`config.mk`:
```
export PLATFORM = sky130hd
export DESIGN_NAME = magnetometer_hard_iron_calibrator_core
export DESIGN_NICKNAME = d
export VERILOG_FILES = /design/src/hdl/hic_pkg.sv /design/src/hdl/hic_axis.sv /design/src/hdl/magnetometer_hard_iron_calibrator_core.sv
export SDC_FILE = /design/constraint.sdc
export NUM_CORES = 1
export LEC_CHECK = 0
export BUFFER_PORTS_ARGS = -buffer_cell sky130_fd_sc_hd__buf_2
export CAP_MARGIN = 10
export CORE_MARGIN = 3
export CORE_UTILIZATION = 35
export DETAILED_ROUTE_END_ITERATION = 8
export GPL_ROUTABILITY_DRIVEN = 0
export PLACE_DENSITY_LB_ADDON = 0.08
export SYNTH_ARGS = -nofsm -noshare
export SYNTH_HDL_FRONTEND = slang
export SYNTH_SLANG_ARGS = --single-unit
export TNS_END_PERCENT = 30
```
`constraint.sdc`:
```
create_clock -name clk -period 6.7 [get_ports clk]
set_input_delay 0.67 -clock clk [delete_from_list [all_inputs] [get_ports clk]]
set_output_delay 0.67 -clock clk [all_outputs]
set_load 0.01 [all_outputs]
```
`src/hdl/hic_pkg.sv`:
```
// ----------------------------------------------------------------------------
// hic_pkg
// Shared types and constants for the magnetometer hard-iron calibrator.
// ----------------------------------------------------------------------------
package hic_pkg;

  localparam int AXIS_W     = 16;
  localparam int CORR_W     = AXIS_W + 1;
  localparam int TEMP_W     = 8;
  localparam int TEMP_OUT_W = TEMP_W + 1;
  localparam int CFG_DATA_W = 16;
  localparam int CFG_IDX_W  = 1;

  localparam logic [CFG_IDX_W-1:0] REG_SPAN_THRESHOLD = 1'd0;
  localparam logic [CFG_IDX_W-1:0] REG_TEMP_TRIM      = 1'd1;

  localparam logic [AXIS_W-1:0] SPAN_THRESHOLD_RST = 16'd740;
  localparam logic [TEMP_W-1:0] TEMP_TRIM_RST      = 8'd26;

  // per-axis tracker control
  typedef struct packed {
    logic update;  // widen min/max and recompute center
    logic seed;    // load min/max/center from the sample
  } axis_ctl_t;

endpackage

```
`src/hdl/hic_axis.sv`:
```
// ----------------------------------------------------------------------------
// hic_axis
// One axis: min/max/center tracking, span test and offset correction.
// ----------------------------------------------------------------------------
module hic_axis (
  input  logic                                  clk,
  input  logic                                  rst_n,
  input  hic_pkg::axis_ctl_t                    ctl,
  input  logic signed [hic_pkg::AXIS_W-1:0]     sample,
  input  logic        [hic_pkg::AXIS_W-1:0]     span_threshold,
  output logic signed [hic_pkg::CORR_W-1:0]     corrected,
  output logic                                  wide
);

  logic signed [hic_pkg::AXIS_W-1:0] min_r, min_nxt;
  logic signed [hic_pkg::AXIS_W-1:0] max_r, max_nxt;
  logic signed [hic_pkg::AXIS_W-1:0] center_r, center_nxt;
  logic signed [hic_pkg::CORR_W-1:0] sum;
  logic signed [hic_pkg::CORR_W-1:0] sum_adj;
  logic        [hic_pkg::CORR_W-1:0] span;

  always_comb begin
    if (ctl.seed) begin
      min_nxt = sample;
      max_nxt = sample;
    end else begin
      min_nxt = (sample < min_r) ? sample : min_r;
      max_nxt = (sample > max_r) ? sample : max_r;
    end
    sum = {min_nxt[hic_pkg::AXIS_W-1], min_nxt} + {max_nxt[hic_pkg::AXIS_W-1], max_nxt};
    // truncate toward zero: bias odd negatives up before the shift
    sum_adj = sum + {{(hic_pkg::CORR_W-1){1'b0}}, sum[hic_pkg::CORR_W-1]};
    center_nxt = sum_adj[hic_pkg::CORR_W-1:1];
    span = {max_nxt[hic_pkg::AXIS_W-1], max_nxt} - {min_nxt[hic_pkg::AXIS_W-1], min_nxt};
    wide = span > {1'b0, span_threshold};
    corrected = {sample[hic_pkg::AXIS_W-1], sample}
              - {center_r[hic_pkg::AXIS_W-1], center_r};
  end

  always_ff @(posedge clk) begin
    if (!rst_n) begin
      min_r    <= '0;
      max_r    <= '0;
      center_r <= '0;
    end else if (ctl.update || ctl.seed) begin
      min_r    <= min_nxt;
      max_r    <= max_nxt;
      center_r <= ctl.seed ? sample : center_nxt;
    end
  end

endmodule

```
`src/hdl/magnetometer_hard_iron_calibrator_core.sv`:
```
// ----------------------------------------------------------------------------
// magnetometer_hard_iron_calibrator_core
// Min/max hard-iron offset calibration with temperature offset.
// ----------------------------------------------------------------------------
// Path: an accepted sample moves from the input register to the result register,
//   and out_stall can hold it in either one (input reg, result reg).
// Throughput: one sample per cycle while out_stall is low; in_stall rises only
//   when both registers are full and out_stall is high.
// Reset (rst_n low, synchronous): pipeline empty, calibrating, no sample seen,
//   min/max/center zero, registers at their default values.
module magnetometer_hard_iron_calibrator_core (
  input  logic                                   clk,
  input  logic                                   rst_n,
  input  logic                                   cfg_we,
  input  logic [hic_pkg::CFG_IDX_W-1:0]          cfg_index,
  input  logic [hic_pkg::CFG_DATA_W-1:0]         cfg_wdata,
  input  logic                                   in_valid,
  output logic                                   in_stall,
  input  logic signed [hic_pkg::AXIS_W-1:0]      in_axis_x,
  input  logic signed [hic_pkg::AXIS_W-1:0]      in_axis_y,
  input  logic signed [hic_pkg::AXIS_W-1:0]      in_axis_z,
  input  logic signed [hic_pkg::TEMP_W-1:0]      in_temperature_raw,
  output logic                                   out_valid,
  input  logic                                   out_stall,
  output logic                                   out_is_calibrated,
  output logic signed [hic_pkg::CORR_W-1:0]      out_corrected_x,
  output logic signed [hic_pkg::CORR_W-1:0]      out_corrected_y,
  output logic signed [hic_pkg::CORR_W-1:0]      out_corrected_z,
  output logic signed [hic_pkg::TEMP_OUT_W-1:0]  out_temperature_out
);

  logic [hic_pkg::AXIS_W-1:0]         span_threshold_r;
  logic signed [hic_pkg::TEMP_W-1:0]  temp_trim_r;

  logic                               in_vld_r;
  logic signed [hic_pkg::AXIS_W-1:0]  x_r, y_r, z_r;
  logic signed [hic_pkg::TEMP_W-1:0]  temp_r;

  logic                               seeded_r;
  logic                               locked_r;
  logic                               out_vld_r;

  logic                               advance;
  logic                               in_load;
  hic_pkg::axis_ctl_t                 axis_ctl;
  logic signed [hic_pkg::CORR_W-1:0]  corr_x, corr_y, corr_z;
  logic                               wide_x, wide_y, wide_z;
  logic signed [hic_pkg::TEMP_OUT_W-1:0] temp_sum;

  assign advance   = in_vld_r && (!out_vld_r || !out_stall);
  assign in_stall  = in_vld_r && !advance;
  assign in_load   = !in_vld_r || advance;
  assign out_valid = out_vld_r;

  always_comb begin
    axis_ctl.seed   = advance && !locked_r && !seeded_r;
    axis_ctl.update = advance && !locked_r && seeded_r;
    temp_sum = {temp_r[hic_pkg::TEMP_W-1], temp_r}
             + {temp_trim_r[hic_pkg::TEMP_W-1], temp_trim_r};
  end

  hic_axis u_axis_x (
    .clk(clk), .rst_n(rst_n), .ctl(axis_ctl), .sample(x_r),
    .span_threshold(span_threshold_r), .corrected(corr_x), .wide(wide_x)
  );

  hic_axis u_axis_y (
    .clk(clk), .rst_n(rst_n), .ctl(axis_ctl), .sample(y_r),
    .span_threshold(span_threshold_r), .corrected(corr_y), .wide(wide_y)
  );

  hic_axis u_axis_z (
    .clk(clk), .rst_n(rst_n), .ctl(axis_ctl), .sample(z_r),
    .span_threshold(span_threshold_r), .corrected(corr_z), .wide(wide_z)
  );

  // configuration registers
  always_ff @(posedge clk) begin
    if (!rst_n) begin
      span_threshold_r <= hic_pkg::SPAN_THRESHOLD_RST;
      temp_trim_r      <= hic_pkg::TEMP_TRIM_RST;
    end else if (cfg_we) begin
      unique case (cfg_index)
        hic_pkg::REG_SPAN_THRESHOLD: span_threshold_r <= cfg_wdata;
        hic_pkg::REG_TEMP_TRIM:      temp_trim_r      <= cfg_wdata[hic_pkg::TEMP_W-1:0];
        default: ;
      endcase
    end
  end

  // input register
  always_ff @(posedge clk) begin
    if (!rst_n) begin
      in_vld_r <= 1'b0;
    end else if (in_load) begin
      in_vld_r <= in_valid;
    end
  end

  always_ff @(posedge clk) begin
    if (in_load && in_valid) begin
      x_r    <= in_axis_x;
      y_r    <= in_axis_y;
      z_r    <= in_axis_z;
      temp_r <= in_temperature_raw;
    end
  end

  // calibration phase flags
  always_ff @(posedge clk) begin
    if (!rst_n) begin
      seeded_r <= 1'b0;
      locked_r <= 1'b0;
    end else begin
      if (axis_ctl.seed) begin
        seeded_r <= 1'b1;
      end
      if (axis_ctl.update && wide_x && wide_y && wide_z) begin
        locked_r <= 1'b1;
      end
    end
  end

  // result register
  always_ff @(posedge clk) begin
    if (!rst_n) begin
      out_vld_r <= 1'b0;
    end else if (!out_vld_r || !out_stall) begin
      out_vld_r <= in_vld_r;
    end
  end

  always_ff @(posedge clk) begin
    if (advance) begin
      out_is_calibrated <= locked_r;
      if (locked_r) begin
        out_corrected_x     <= corr_x;
        out_corrected_y     <= corr_y;
        out_corrected_z     <= corr_z;
        out_temperature_out <= temp_sum;
      end else begin
        out_corrected_x     <= '0;
        out_corrected_y     <= '0;
        out_corrected_z     <= '0;
        out_temperature_out <= '0;
      end
    end
  end

  a_calib_zero: assert property (@(posedge clk) disable iff (!rst_n)
    out_valid && !out_is_calibrated |->
      out_corrected_x == '0 && out_corrected_y == '0 &&
      out_corrected_z == '0 && out_temperature_out == '0)
    else $error("calibrating result carries nonzero fields");

  a_lock_sticky: assert property (@(posedge clk) disable iff (!rst_n)
    locked_r |=> locked_r)
    else $error("lock dropped without reset");

  a_lock_needs_seed: assert property (@(posedge clk) disable iff (!rst_n)
    locked_r |-> seeded_r)
    else $error("locked before any sample seeded");

  a_stall_cause: assert property (@(posedge clk) disable iff (!rst_n)
    in_stall |-> out_valid && out_stall)
    else $error("input stalled without result back-pressure");

endmodule
```
[After elaboration in Yosys (flattened, before gate mapping)]
Index checks and enable logic that the tools add are counted.
Operators by class
  bitwise operators: 1
  reductions and logical operators: 20
  multiplexer cells: 15
  add/subtract/negate cells: 13
  order comparisons: 9
Operators with widths (number)
  $mux 16: 15
  $sub 16x16->17: 6
  $add 16x16->17: 3
  $add 17x1->17: 3
  $gt 17x16->1: 3
  $gt 16x16->1: 3
  $lt 16x16->1: 3
  $add 8x8->9: 1
  $logic_and 1x1->1: 9
  $logic_not 1->1: 6
  $reduce_and 2->1: 2
  $logic_or 1x1->1: 3
  $not 1->1: 1
Word-level totals
  register bits after elaboration: 289
  output and inout port bits: 63
  input port bits: 78
  logic and storage cells: 82

[Longest topological paths before layout]
  depth in word-level cells: 11
  mapped depth: 33
  mapped depth without buffers: 31

[By module]
From an unflattened synthesis, not the netlist that was laid out.
Unflattened totals
  cells, all modules: 2900
  area total of the unflattened synthesis: 25116.6 um2
Modules (own cells, without submodules)
  hic_axis (u_axis_x): cells each 925, instances 1, area each 6985.4 um2, seq. area each 960.9 um2
  hic_axis (u_axis_z): cells each 807, instances 1, area each 6403.6 um2, seq. area each 960.9 um2
  hic_axis (u_axis_y): cells each 813, instances 1, area each 6391.1 um2, seq. area each 960.9 um2
  magnetometer_hard_iron_calibrator_core: cells each 355, instances 1, area each 5336.4 um2, seq. area each 4073.9 um2

[Worst setup path before layout]
OpenSTA, ideal clock, no wires.
  path type: input to register
  start: in out_stall
  end: reg u_axis_x.center_r[15] (netlist bit)
  setup time: 87 ps
  stages: 23
  data arrival time: 6916 ps
  path slack: -303 ps
  cells stage by stage: nand2_1 -> and2_1 -> nand2_1 -> nor2_1 -> a211o_1 -> clkbuf_1 -> mux2_2 -> ha_1 -> buf_6 -> a21o_1 -> or3_4 -> o21a_4 -> a2111oi_4 -> nor2_1 -> nor2_1 -> ha_1 -> nand4_1 -> a211oi_1 -> nand2_1 -> a2111oi_2 -> nand4_1 -> o21a_1 -> o31ai_1
On the way
  word-level cells in the longest chain between the ends: 9
  elaborated cells on any way between the ends: 12
  classes of those cells: add/sub (2); mux (3); reduce/logical (7)
Ends and longest elaborated chain
  start: declaration: RTL line magnetometer_hard_iron_calibrator_core.sv:24  | input logic out_stall,
  $logic_not 1->1: RTL line magnetometer_hard_iron_calibrator_core.sv:50  | assign advance = in_vld_r && (!out_vld_r || !out_stall);
  $logic_or 1x1->1: RTL line magnetometer_hard_iron_calibrator_core.sv:50
  $logic_and 1x1->1: RTL line magnetometer_hard_iron_calibrator_core.sv:50
  named net advance: RTL line magnetometer_hard_iron_calibrator_core.sv:43  | logic advance;
  $logic_and 1x1->1 (2 in series): RTL line magnetometer_hard_iron_calibrator_core.sv:56  | axis_ctl.seed = advance && !locked_r && !seeded_r;
  $mux 16: RTL line hic_axis.sv:23  | if (ctl.seed) begin
  named net u_axis_x.max_nxt, one bit: RTL line hic_axis.sv:16  | logic signed [hic_pkg::AXIS_W-1:0] max_r, max_nxt;
  $add 16x16->17: RTL line hic_axis.sv:30  | sum = {min_nxt[hic_pkg::AXIS_W-1], min_nxt} + {max_nxt[hic_pkg::AXIS_W-1], max_nxt};
  $add 17x1->17: RTL line hic_axis.sv:32  | sum_adj = sum + {{(hic_pkg::CORR_W-1){1'b0}}, sum[hic_pkg::CORR_W-1]};
  $mux 16: RTL line hic_axis.sv:48  | center_r <= ctl.seed ? sample : center_nxt;
  end signal: assignment: RTL line hic_axis.sv:48
  end: declaration: RTL line hic_axis.sv:17  | logic signed [hic_pkg::AXIS_W-1:0] center_r, center_nxt;
The timed path passes the listed nets, and every way through them passes these cells.
A chain may end at the register's enable or synchronous reset.

[Worst setup path after layout]
  start: reg u_axis_y.max_r[1] (netlist bit)
  end: reg locked_r
On the way
  word-level cells in the longest chain between the ends: 7
Ends and longest elaborated chain
  start: declaration: RTL line hic_axis.sv:16
  start signal: assignment: RTL line hic_axis.sv:47  | max_r <= max_nxt;
  $gt 16x16->1: RTL line hic_axis.sv:28  | max_nxt = (sample > max_r) ? sample : max_r;
  $mux 16 (*): RTL line hic_axis.sv:28
  $mux 16 (*): RTL line hic_axis.sv:23
  $sub 16x16->17 (*): RTL line hic_axis.sv:34  | span = {max_nxt[hic_pkg::AXIS_W-1], max_nxt} - {min_nxt[hic_pkg::AXIS_W-1], min_nxt};
  $gt 17x16->1 (*): RTL line hic_axis.sv:35  | wide = span > {1'b0, span_threshold};
  $logic_and 1x1->1 (*) (2 in series): RTL line magnetometer_hard_iron_calibrator_core.sv:118  | if (axis_ctl.update && wide_x && wide_y && wide_z) begin
  end signal: assignment: RTL line magnetometer_hard_iron_calibrator_core.sv:113  | locked_r <= 1'b0;
  end signal: assignment: RTL line magnetometer_hard_iron_calibrator_core.sv:119  | locked_r <= 1'b1;
  end: declaration: RTL line magnetometer_hard_iron_calibrator_core.sv:40  | logic locked_r;
Every way passes the cells marked *; elsewhere a longest branch is shown, timed or not.

==> summary.md <==
| Metric | Value |
|---|---|
| Status | `complete, no violations` |
| Worst slew pin tran | `around 990 ps` |
| Compound-Gate Fraction of Synth Area | `17.6%` |
| # Max-Cap Violations | `0` |
| Vias in the first global route | `between 20,000 and 25,000` |
| Most area-consuming cells after synthesis | `ha_1, edfxtp_1, dfxtp_1, mux2i_1, inv_1` |
| Xor and xnor fraction of the mapped netlist area | `4.66%` |
| Most used cell along the critical path | `o21a_1` |
| Grt total ovfl | `0` |
| Avg Cell Area, Syn | `approximately 8.6 µm²` |
| TritonCTS Buffers | `38` |
| Skew final | `about 20 ps` |
| R2R depth | `31` |
| Buf/Inv on CP | `3` |
| Starting Density | `35.5%` |
| Crit path max-delay cell type | `fa_1` |
| Final hold vios | `0` |
| EDFF count, synth | `117` |
| Die ar. | `0.0729 mm²` |
| DRC viols | `0` |
| HP Class | `input port to register` |
| Fraction of registers with async set/reset | `0%` |
| Post-synth top flop | `dfxtp_1` |
| Post-DP HPWL | `62,100 µm` |
| DR vias/cell | `5.39` |
| Fin crit period | `6380 ps` |
| Router iterations before antenna repair | `6` |
| First-pass GRT wire length | `126,000 µm` |
| Max VDD drop | `around 0.00015 V` |
| Worst path arrival time | `6810 ps` |
| Layout Nets | `3,358` |
| Total GRT Usage | `21.9%` |
| Area leader, netlist | `ha_1` |
| Req. time, crit path | `roughly 7100 ps` |
| DR iter-0 viols | `between 1,500 and 2,000` |
| Top cell type's share of synthesized area | `15.2%` |
| Rows | `96` |
| Htree depth | `2` |
| Diode count | `0` |
| Final Slew Violations | `0` |
| Clock Sinks | `289` |
| # IOs | `141` |
| Port Buffers | `140` |
| Mapped Area | `0.0244 mm²` |
| FF+latch count, synth | `289` |
| Hold path depth | `1` |
| Worst Path Max Fanout | `4` |
| Initial antenna violation count | `1` |
| Synth Area in Adders | `approximately 16%` |
| Layout Utilization | `40.4%` |
| Fin crit share | `95.2%` |
| CP Launch Type | `register` |
| Fmax achieved | `157 MHz` |
| Synthesized Nets | `3,213` |
| Post-synthesis sequential area ratio | `28.5%` |
| Final Total Pwr | `7.43 mW` |
| CTS tree | `built` |
| Clock buffer depth | `3` |
| Pwr/cell area | `267 mW/mm²` |
| Mux share of post-synthesis cell area | `under 10%` |
| Synthesis-to-finish area growth | `14.0%` |
| Final wirelength | `82,100 µm` |
| Largest net degree at the start of global routing | `94` |
| Top post-synthesis cells by count | `ha_1, inv_1, nand2_1` |
| Crit Path Class | `register to register` |
| FILL cells | `6,944` |
| Regs by FF count | `out_corrected_x: 17 flops, out_corrected_y: 17 flops, out_corrected_z: 17 flops` |
| CTS clk-pin slew, worst paths | `approximately 60 ps` |
| Die X | `270 µm` |
| Leak | `11.6 nW` |
| Setup crit end kind | `register` |
| Largest stage delay on the critical path | `a little over 400 ps` |
| Cells after Synth | `2,829` |
| Core area | `between 0.06 and 0.07 mm²` |
| Post-route ant nets | `0` |
| Synth cell types | `97` |
| Synth Area in Simple Gates | `18.1%` |
| Top delay family on crit path | `compound AO/OA/AOI/OAI gates` |
| Largest family of logic cells by synthesized area | `simple AND/OR/NAND/NOR gates` |
| CTS root buf | `clkbuf_16` |
| Later-pin clock latency in the skew report | `about 570 ps` |
| Rel. slew slack | `33.9%` |
| Vias | `21,217` |
| Syn. warnings | `0` |
| Die height | `270 µm` |
| Share of cells above drive strength 1 | `15.0%` |
| Drt wl/cell | `between 20 and 25 µm` |
| CTS Hold Buffers Added | `0` |
| Final setup violation count | `0` |
| Worst path depth | `31` |
| Most frequent cell after synthesis | `ha_1` |
## worst register-to-register path, delay by kind of cell, from the launching register on
| kind | cells | cell delay [ps] |
|---|---|---|
| fa+ha+maj | 4 | 1200 |
| mux | 1 | 250 |
| buf+inv | 3 | 340 |
| simple gates | 3 | 420 |
| flops | 1 | 370 |
| compound gates | 19 | 3420 |
| xor+xnor | 1 | 230 |
## power by group
group	internal, mW	switching [mW]
clock network	1.16	0.860
logic	1.36	1.99
registers	1.95	0.107
total	4.47	2.95
## final cells by class
| type | count | area (µm²) | share of cell area [%] |
|---|---|---|---|
| Clock inverter | 25 | 201 | 0.724 |
| Clock buffer | 45 | 1010 | 3.62 |
| Timing Repair Buffer | 244 | 1500 | 5.39 |
| Tap cell | 931 | 1160 | 4.19 |
| Inverter | 249 | 935 | 3.36 |
| Multi-Input combinational cell | 2152 | 16100 | 57.7 |
| Sequential cell | 289 | 6960 | 25.0 |
## final timing paths
path,endpoint,start,slack (ps)
min,y_r[12]$_DFFE_PP_,in_axis_y[12],270
max reg2reg,locked_r$_SDFFE_PN0P_,u_axis_y.max_r[1]$_SDFFE_PN0P_,320
max,locked_r$_SDFFE_PN0P_,u_axis_y.max_r[1]$_SDFFE_PN0P_,320
min reg2reg,span_threshold_r[12]$_SDFFE_PN0P_,span_threshold_r[12]$_SDFFE_PN0P_,460
## cell usage in the layout, fill, tap and decap left out, types with 10 or more instances in the layout
cell | synthesis | final
and2_1 | 11 | 10
mux2_2 | 78 | 78
and4_1 | 27 | 27
edfxtp_1 | 117 | 117
buf_2 | 17 | 139
o21bai_1 | 19 | 19
nor3b_1 | 18 | 18
a31oi_1 | 51 | 51
nor2b_1 | 46 | 45
o31ai_1 | 11 | 11
a21o_1 | 59 | 59
fa_1 | 10 | 10
nand4_1 | 71 | 71
buf_4 | 2 | 103
a211oi_1 | 47 | 45
inv_1 | 248 | 246
nand2b_1 | 30 | 30
dfxtp_1 | 172 | 171
ha_1 | 296 | 295
nand2_1 | 241 | 240
o211ai_1 | 57 | 57
clkbuf_16 | 0 | 39
o21ai_0 | 81 | 80
nand3_1 | 71 | 71
mux2i_1 | 127 | 123
nor2_1 | 212 | 211
nor3_1 | 52 | 51
xor2_1 | 47 | 47
and3_1 | 23 | 22
a21oi_1 | 154 | 150
clkinv_1 | 0 | 10
xnor2_1 | 83 | 83
or3_1 | 30 | 30
nor4_1 | 12 | 12
a211o_1 | 12 | 11
o21a_1 | 35 | 35
## logic make-up after synthesis
kind of cell	Yosys count
adders and majority gates	306
buffers and inverters	388
and+or+nand+nor	881
DFF	289
muxes	206
AOI/OAI and AO/OA	629
xor gates and xnor gates	130
## routing by layer
metal  part of all wire (%)  global-route usage [%]  vias to the layer above
li1                       -                       -                    10497
met1                     47                    29.6                    10081
met2                     46                    36.7                      516
met3                    3.9                    2.30                      123
met4                    3.3                    6.98                        0
met5                      0                       0                        -
## what timing repair did
action	in CTS	in global routing
endpoints found under the setup margin	0	7
hold endpoints to repair	0	0
resized for setup	0	24
buffers inserted	0	4
## per-stage QoR
| stage | instance area (µm²) | worst slack [ps] | std cells | hold slack (ps) | TNS (ps) |
|---|---|---|---|---|---|
| floorplan | 24400 | 274 | 2829 | 432 | 0 |
| global placement | 26500 | 111 | 3861 | 449 | 0 |
| detailed placement | 26500 | 20.1 | 3861 | 450 | 0 |
| CTS | 27700 | 35.7 | 3931 | 238 | 0 |
| global route | 27800 | -31.4 | 3935 | 242 | -31.4 |
| finish | 27800 | 323 | 3935 | 273 | 0 |
Note: power is estimated with default switching activity, not from simulation.
